===== src/sv/nket_pkg.sv =====
// Shared types and codes for the name-keyed entry table.
// Used by nket_cell and name_keyed_entry_table; depends on nothing else.
package nket_pkg;

	localparam int unsigned OP_W      = 2;
	localparam int unsigned HEAD_W    = 64;
	localparam int unsigned TAIL_W    = 8;
	localparam int unsigned SECT_W    = 10;
	localparam int unsigned STAT_W    = 2;
	localparam int unsigned IDX_OUT_W = 4;
	localparam int unsigned S_DATA_W  = 88;
	localparam int unsigned M_DATA_W  = 16;

	typedef enum logic [OP_W-1:0] {
		OP_FIND   = 2'd0,
		OP_ADD    = 2'd1,
		OP_REMOVE = 2'd2
	} nket_op_t;

	typedef enum logic [STAT_W-1:0] {
		ST_OK        = 2'd0,
		ST_NOT_FOUND = 2'd1,
		ST_PRESENT   = 2'd2,
		ST_FULL      = 2'd3
	} nket_status_t;

	// request that walks the cell row
	typedef struct packed {
		nket_op_t            op;
		logic [HEAD_W-1:0]   head;
		logic [TAIL_W-1:0]   tail;
		logic [SECT_W-1:0]   sector;
		logic                dir;
	} nket_key_t;

	// scan result gathered along the row
	typedef struct packed {
		logic                hit;
		logic                free;
		logic [SECT_W-1:0]   sector;
		logic                dir;
	} nket_scan_t;

	// write command broadcast to the cells
	typedef struct packed {
		logic                set;
		logic                clr;
		logic [HEAD_W-1:0]   head;
		logic [TAIL_W-1:0]   tail;
		logic [SECT_W-1:0]   sector;
		logic                dir;
	} nket_wr_t;

endpackage


===== src/sv/nket_cell.sv =====
// One table slot: holds an entry, matches the passing request against it
// and hands the request and scan result on to the next cell. Uses nket_pkg.
module nket_cell #(
	parameter int unsigned IDX_W    = 4,
	parameter int unsigned CELL_IDX = 0
) (
	input  logic                   clk,
	input  logic                   arst_n,
	input  nket_pkg::nket_key_t    key_in,
	input  nket_pkg::nket_scan_t   scan_in,
	input  logic [IDX_W-1:0]       hit_idx_in,
	input  logic [IDX_W-1:0]       free_idx_in,
	output nket_pkg::nket_key_t    key_out,
	output nket_pkg::nket_scan_t   scan_out,
	output logic [IDX_W-1:0]       hit_idx_out,
	output logic [IDX_W-1:0]       free_idx_out,
	input  nket_pkg::nket_wr_t     wr,
	input  logic [IDX_W-1:0]       wr_idx,
	output logic                   slot_valid
);
	import nket_pkg::*;

	localparam logic [IDX_W-1:0] MY_IDX = IDX_W'(CELL_IDX);

	logic                valid_q;
	logic [HEAD_W-1:0]   name_q;
	logic [TAIL_W-1:0]   tail_q;
	logic [SECT_W-1:0]   sector_q;
	logic                dir_q;
	nket_key_t           key_q;
	nket_scan_t          scan_q;
	logic [IDX_W-1:0]    hit_idx_q;
	logic [IDX_W-1:0]    free_idx_q;
	logic                match;
	logic                take_hit;
	logic                take_free;
	logic                wr_sel;

	assign match     = valid_q && (key_in.head == name_q) && (key_in.tail == tail_q);
	assign take_hit  = match && !scan_in.hit;
	assign take_free = !valid_q && !scan_in.free;
	assign wr_sel    = (wr_idx == MY_IDX);

	always_ff @(posedge clk or negedge arst_n) begin
		if (!arst_n) begin
			valid_q <= 1'b0;
		end else if (wr_sel && wr.set) begin
			valid_q <= 1'b1;
		end else if (wr_sel && wr.clr) begin
			valid_q <= 1'b0;
		end
	end

	always_ff @(posedge clk) begin
		if (wr_sel && wr.set) begin
			name_q   <= wr.head;
			tail_q   <= wr.tail;
			sector_q <= wr.sector;
			dir_q    <= wr.dir;
		end
	end

	// advance the request one cell
	always_ff @(posedge clk) begin
		key_q           <= key_in;
		scan_q.hit      <= scan_in.hit || match;
		scan_q.free     <= scan_in.free || !valid_q;
		scan_q.sector   <= take_hit ? sector_q : scan_in.sector;
		scan_q.dir      <= take_hit ? dir_q : scan_in.dir;
		hit_idx_q       <= take_hit ? MY_IDX : hit_idx_in;
		free_idx_q      <= take_free ? MY_IDX : free_idx_in;
	end

	assign key_out      = key_q;
	assign scan_out     = scan_q;
	assign hit_idx_out  = hit_idx_q;
	assign free_idx_out = free_idx_q;
	assign slot_valid   = valid_q;

endmodule


===== src/sv/name_keyed_entry_table.sv =====
// Name-keyed entry table: find, add and remove over a row of slot cells.
// Each accepted item is registered, then its request walks through the
// TABLE_DEPTH cells, one cell per cycle, and the result is registered at
// the output; no new item is accepted until that result is loaded there.
// Reset clears every slot valid mark at once; no clearing pass.
// Uses nket_pkg and nket_cell.
module name_keyed_entry_table #(
	parameter int unsigned TABLE_DEPTH  = 16,
	parameter int unsigned NAME_BYTES   = 9,
	parameter int unsigned SECTOR_COUNT = 1024
) (
	input  logic                              clk,
	input  logic                              arst_n,
	input  logic                              s_tvalid,
	output logic                              s_tready,
	// name_head[63:0], name_tail[71:64], sector[81:72], make_directory[82]
	input  logic [nket_pkg::S_DATA_W-1:0]     s_tdata,
	// operation[1:0]
	input  logic [nket_pkg::OP_W-1:0]         s_tuser,
	output logic                              m_tvalid,
	input  logic                              m_tready,
	// entry_index[3:0], found_sector[13:4], found_is_directory[14]
	output logic [nket_pkg::M_DATA_W-1:0]     m_tdata,
	// status[1:0]
	output logic [nket_pkg::STAT_W-1:0]       m_tuser
);
	import nket_pkg::*;

	localparam int unsigned IDX_W = (TABLE_DEPTH > 1) ? $clog2(TABLE_DEPTH) : 1;
	localparam logic [HEAD_W-1:0] HEAD_MASK = (NAME_BYTES >= 8) ? {HEAD_W{1'b1}} :
		((64'd1 << (8 * NAME_BYTES)) - 64'd1);
	localparam logic [TAIL_W-1:0] TAIL_MASK = (NAME_BYTES >= 9) ? {TAIL_W{1'b1}} : '0;
	localparam logic [SECT_W-1:0] SECT_MAX  = SECT_W'(SECTOR_COUNT - 1);
	localparam logic [IDX_W-1:0]  LAST_IDX  = IDX_W'(TABLE_DEPTH - 1);

	typedef enum logic [2:0] {
		S_IDLE = 3'b001,
		S_SCAN = 3'b010,
		S_DONE = 3'b100
	} state_t;

	state_t              state_q;
	logic [IDX_W-1:0]    cnt_q;
	nket_key_t           tok_q;
	logic                out_valid_q;
	nket_status_t        out_status_q;
	logic [IDX_OUT_W-1:0] out_idx_q;
	logic [SECT_W-1:0]   out_sec_q;
	logic                out_dir_q;

	nket_key_t           key_c   [TABLE_DEPTH+1];
	nket_scan_t          scan_c  [TABLE_DEPTH+1];
	logic [IDX_W-1:0]    hidx_c  [TABLE_DEPTH+1];
	logic [IDX_W-1:0]    fidx_c  [TABLE_DEPTH+1];
	logic [TABLE_DEPTH-1:0] slot_valid;

	logic                accept;
	logic                out_load;
	logic [SECT_W-1:0]   sec_in;
	logic [SECT_W-1:0]   sec_clamped;
	nket_status_t        res_status;
	logic [IDX_W-1:0]    res_idx;
	logic [31:0]         res_idx_wide;
	logic [SECT_W-1:0]   res_sec;
	logic                res_dir;
	nket_wr_t            wr;
	logic [IDX_W-1:0]    wr_idx;

	assign s_tready = (state_q == S_IDLE);
	assign accept   = s_tvalid && s_tready;
	assign out_load = (state_q == S_DONE) && (!out_valid_q || m_tready);

	assign sec_in      = s_tdata[81:72];
	assign sec_clamped = (32'(sec_in) >= 32'(SECTOR_COUNT)) ? SECT_MAX : sec_in;

	always_ff @(posedge clk or negedge arst_n) begin
		if (!arst_n) begin
			state_q <= S_IDLE;
			cnt_q   <= '0;
		end else begin
			case (state_q)
				S_IDLE: begin
					if (accept) begin
						state_q <= S_SCAN;
						cnt_q   <= '0;
					end
				end
				S_SCAN: begin
					if (cnt_q == LAST_IDX) begin
						state_q <= S_DONE;
					end
					cnt_q <= cnt_q + 1'b1;
				end
				S_DONE: begin
					if (out_load) begin
						state_q <= S_IDLE;
					end
				end
				default: begin
					state_q <= S_IDLE;
				end
			endcase
		end
	end

	always_ff @(posedge clk) begin
		if (accept) begin
			tok_q.op     <= nket_op_t'(s_tuser);
			tok_q.head   <= s_tdata[63:0] & HEAD_MASK;
			tok_q.tail   <= s_tdata[71:64] & TAIL_MASK;
			tok_q.sector <= sec_clamped;
			tok_q.dir    <= s_tdata[82];
		end
	end

	assign key_c[0]  = tok_q;
	assign scan_c[0] = '0;
	assign hidx_c[0] = '0;
	assign fidx_c[0] = '0;

	for (genvar i = 0; i < TABLE_DEPTH; i++) begin : g_cell
		nket_cell #(
			.IDX_W    (IDX_W),
			.CELL_IDX (i)
		) u_cell (
			.clk          (clk),
			.arst_n       (arst_n),
			.key_in       (key_c[i]),
			.scan_in      (scan_c[i]),
			.hit_idx_in   (hidx_c[i]),
			.free_idx_in  (fidx_c[i]),
			.key_out      (key_c[i+1]),
			.scan_out     (scan_c[i+1]),
			.hit_idx_out  (hidx_c[i+1]),
			.free_idx_out (fidx_c[i+1]),
			.wr           (wr),
			.wr_idx       (wr_idx),
			.slot_valid   (slot_valid[i])
		);
	end

	always_comb begin
		res_status = ST_NOT_FOUND;
		res_idx    = '0;
		res_sec    = '0;
		res_dir    = 1'b0;
		wr.set     = 1'b0;
		wr.clr     = 1'b0;
		wr.head    = key_c[TABLE_DEPTH].head;
		wr.tail    = key_c[TABLE_DEPTH].tail;
		wr.sector  = key_c[TABLE_DEPTH].sector;
		wr.dir     = key_c[TABLE_DEPTH].dir;
		wr_idx     = '0;
		case (key_c[TABLE_DEPTH].op)
			OP_FIND: begin
				if (scan_c[TABLE_DEPTH].hit) begin
					res_status = ST_OK;
					res_idx    = hidx_c[TABLE_DEPTH];
					res_sec    = scan_c[TABLE_DEPTH].sector;
					res_dir    = scan_c[TABLE_DEPTH].dir;
				end
			end
			OP_ADD: begin
				if (scan_c[TABLE_DEPTH].hit) begin
					res_status = ST_PRESENT;
				end else if (scan_c[TABLE_DEPTH].free) begin
					res_status = ST_OK;
					res_idx    = fidx_c[TABLE_DEPTH];
					wr.set     = out_load;
					wr_idx     = fidx_c[TABLE_DEPTH];
				end else begin
					res_status = ST_FULL;
				end
			end
			OP_REMOVE: begin
				if (scan_c[TABLE_DEPTH].hit) begin
					res_status = ST_OK;
					res_idx    = hidx_c[TABLE_DEPTH];
					wr.clr     = out_load;
					wr_idx     = hidx_c[TABLE_DEPTH];
				end
			end
			default: begin
				res_status = ST_NOT_FOUND;
			end
		endcase
	end

	assign res_idx_wide = 32'(res_idx);

	always_ff @(posedge clk or negedge arst_n) begin
		if (!arst_n) begin
			out_valid_q <= 1'b0;
		end else if (out_load) begin
			out_valid_q <= 1'b1;
		end else if (m_tready) begin
			out_valid_q <= 1'b0;
		end
	end

	always_ff @(posedge clk) begin
		if (out_load) begin
			out_status_q <= res_status;
			out_idx_q    <= res_idx_wide[IDX_OUT_W-1:0];
			out_sec_q    <= res_sec;
			out_dir_q    <= res_dir;
		end
	end

	assign m_tvalid = out_valid_q;
	assign m_tuser  = out_status_q;
	assign m_tdata  = {1'b0, out_dir_q, out_sec_q, out_idx_q};

`ifndef SYNTHESIS
	a_one_in_flight: assert property (@(posedge clk) disable iff (!arst_n)
		accept |=> !s_tready)
		else $error("item accepted while another is in flight");

	a_full_means_all_valid: assert property (@(posedge clk) disable iff (!arst_n)
		(out_load && res_status == ST_FULL) |-> (&slot_valid))
		else $error("table full reported with a free slot");

	a_add_sets_valid: assert property (@(posedge clk) disable iff (!arst_n)
		wr.set |=> slot_valid[$past(wr_idx)])
		else $error("added slot not marked valid");

	a_remove_clears_valid: assert property (@(posedge clk) disable iff (!arst_n)
		wr.clr |=> !slot_valid[$past(wr_idx)])
		else $error("removed slot still valid");
`endif

endmodule

===== config.mk =====
export PLATFORM = sky130hd
export DESIGN_NAME = name_keyed_entry_table
export DESIGN_NICKNAME = d
export VERILOG_FILES = /design/src/sv/nket_pkg.sv /design/src/sv/nket_cell.sv /design/src/sv/name_keyed_entry_table.sv
export SDC_FILE = /design/constraint.sdc
export NUM_CORES = 2
export LEC_CHECK = 0
export ABC_AREA = 1
export BUFFER_PORTS_ARGS = -buffer_cell sky130_fd_sc_hd__buf_2
export CAP_MARGIN = 15
export CORE_MARGIN = 1.5
export CORE_UTILIZATION = 50
export DETAILED_ROUTE_END_ITERATION = 7
export GPL_ROUTABILITY_DRIVEN = 0
export PLACE_DENSITY = 0.64
export SLEW_MARGIN = 5
export SYNTH_ARGS = -nofsm -noshare
export SYNTH_HDL_FRONTEND = slang
export SYNTH_SLANG_ARGS = --single-unit

===== constraint.sdc =====
create_clock -name clk -period 10.45 [get_ports clk]
set_input_delay 1.5675 -clock clk [delete_from_list [all_inputs] [get_ports clk]]
set_output_delay 1.5675 -clock clk [all_outputs]
set_load 0.05 [all_outputs]

==> metrics.yaml <==
status: "completed"
finClkSkew_ns: 0.08348
cp_slowest_stage_delay_ns: 0.72
fin_cells: 13280
rows: 168
yosys.area.top_type: "edfxtp_1"
min_period_over_period: 0.3887
cts_root_buffer: "clkbuf_16"
crit_type: "in2reg"
timing.setup.tns_ns: 0
post_cts_buffers: 0
rsz0062_at_grt: "no"
end_kind: "flop"
path_clk_slew_ns: 0.06
syn_nets: 9900
grt_overflow: 0
grt_start_max_net_pins: 73
crit_slowest_cell: "buf_4"
fin_nets: 10320
synthTopCellsByCount: "2879 x nand2_1, 1666 x dfxtp_1, 1661 x inv_1, 1430 x edfxtp_1, 989 x nor2_1"
dieWidth_um: 462.2
htreeDepth: 5
slew_headroom: 0.1783
cts_buffer_depth: 4
post_route_cells_drive_above_1_share: 0.07282
vias: 63836
vias_per_cell: 4.807
netlist_area_um2: 105400
placed_cells: 12708
required_ns: 11.00
p_per_area_nw_per_um2: 237.1
drt_wl_total_um: 269700
vdd_drop_max_mv: 0.2123
min_path_type: "reg2reg"
crit_chain: "buf_2, nor2_1, nor2_2, buf_4, nand2_2, inv_1, nand3_1, clkinv_2, buf_4"
start_kind: "primary input"
path_common_cell: "buf_4"
synth_cell_type_count: 46
worst_pin_slew_ns: 1.233
synth_area_leaders: "edfxtp_1 41%, dfxtp_1 32%, nand2_1 10%"
drtAntennaViolNets: 0
finish.utilization: 0.5715
drcViolationCount: 0
seq_area_frac_synth: 0.7294
port-buffer-count: 107
syn_to_final_growth_pct: 13.61
wire_per_inst_um: 20.31
grt_pass1_vias: 61895
dieArea_um2: 213600
synth-edff-count: 1430
placed_area_um2: 109600
max_freq_mhz: 246.2
hold_ws_ns: 0.2899
drtIter0Drc: 5641
hpwl_um: 200500
slew_viol_final: 0
tritoncts_num_sinks: 3120
synth_top_area_frac: 0.4073
ys_ff_latch: 3120
hold_buffers: 0
io-pin-count: 114
design_area_um2: 119800
synthFlopType: "dfxtp_1"
fin_crit_ns: 4.062
async_reset_ff_frac: 0.007692
cts-resized-gates: 0
cts_buffers: 315
initial_core_util: 0.5030
synthCells: 9801
core_um2: 209600
clock_latency_ns: 0.95
antenna_found_initial: 20
first_pass_iters: 6
finalHoldViolCount: 0
grt_util_all_layers: 0.2526
cp_max_fo: 56
grt_pass1_wl_um: 388300
syn_area_per_cell_um2: 10.76
ys_warn_count: 0
maxCapViolations: 0
die_y_um: 462.2
cts_tree: "yes"
p_leak_nw: 53.12
cp_data_arrival_time_ns: 4.61
setup_viol: 0
yosysMostFrequentCell: "nand2_1"
==> layout make-up <==
cell class / instances / area [um^2]
fill: 17177 / 89800
timing repair buffer: 167 / 1003
tap: 2805 / 3510
clock inverter: 99 / 991.0
antenna: 11 / 27.53
inverter: 1668 / 6276
clock buffer: 461 / 9144
multi-input combinational: 4949 / 21900
sequential: 3120 / 76910
==> sequential cells by signal, summed over array words and instances, names as in the netlist, 49 cells and up <==
| name | cells |
|---|---|
| g_cell.u_cell.free_idx_out | 49 |
| g_cell.u_cell.hit_idx_out | 49 |
| g_cell.u_cell.key_out | 1360 |
| g_cell.u_cell.name_q | 1024 |
| g_cell.u_cell.scan_out | 208 |
| g_cell.u_cell.sector_q | 160 |
| g_cell.u_cell.tail_q | 128 |
| key_c | 85 |
==> per-stage QoR <==
step | power (mW) | worst slack (ns)
5_1_grt | 29.34 | 6.256
3_3_place_gp | 17.54 | 5.609
3_5_place_dp | 17.63 | 5.524
4_1_cts | 28.53 | 6.509
6_report | 28.39 | 6.388
2_1_floorplan | 16.13 | 4.000
==> path summary, 6_finish.rpt <==
| path | startpoint | to | slack (ns) | depth (start not counted) |
|---|---|---|---|---|
| worst max-delay path | m_tready | g_cell[1].u_cell.name_q[39] | 6.39 | 9 |
| worst max register to register | state_q[1] | g_cell[1].u_cell.name_q[39] | 6.55 | 9 |
| max in group asynchronous | arst_n | g_cell[13].u_cell.slot_valid | 9.24 | 1 |
| worst min-delay path | g_cell[11].u_cell.key_out[9] | g_cell[12].u_cell.key_out[9] | 0.29 | 0 |
| worst min register to register | g_cell[11].u_cell.key_out[9] | g_cell[12].u_cell.key_out[9] | 0.29 | 0 |
| min in group asynchronous | arst_n | g_cell[4].u_cell.slot_valid | 0.72 | 1 |
==> report_power, final <==
group          leakage, nW  internal, mW  switching [mW]
clock network         5.00          6.54            4.44
registers             27.1          14.2            1.24
logic                 21.0         0.614            1.40
==> worst max-delay path: cells and delay by family <==
family	cells	cell delay, ns
buffers and inverters	5	2.14
AND/OR/NAND/NOR	4	0.71
==> logic make-up (layout without fill, tap and decap cells) <==
logic type                 count (synthesis)  after routing  synth area share
and+or+nand+nor                         4288           4288            0.1627
DFF                                     3120           3120            0.7294
buffers and inverters                   1732           2395           0.06313
xor gates and xnor gates                 340            340           0.02825
AOI/OAI and AO/OA                        315            315           0.01582
adders and majority gates                  5              5         0.0005935
other                                      1             12        0.00003557
==> placed cells by master (no fill, tap or decap), drive strengths merged, types with 6 or more instances in the layout <==
cell and instances:
o211ai 10, nand3 100, dfrtp 23, xnor2 228, inv 1660, nand3b 10, nor2 1015, xor2 112
nand2 2897, a21oi 6, and2 8, edfxtp 1430, bufinv 20, o22ai 20, clkinv 85, clkbuf 462
nor3 46, dfxtp 1666, buf 166, diode 11, o21ai 275, or2 50, nand4 161
==> per-layer routing <==
layer | share of wire | GRT usage | vias up
met2 | 0.47 | 0.4155 | 2223
met4 | 0.082 | 0.1843 | 2
met5 | 0.000048 | 0 | -
met3 | 0.059 | 0.03562 | 723
met1 | 0.39 | 0.3045 | 29675
li1 | - | - | 31213
(Power assumes the default switching activity.)
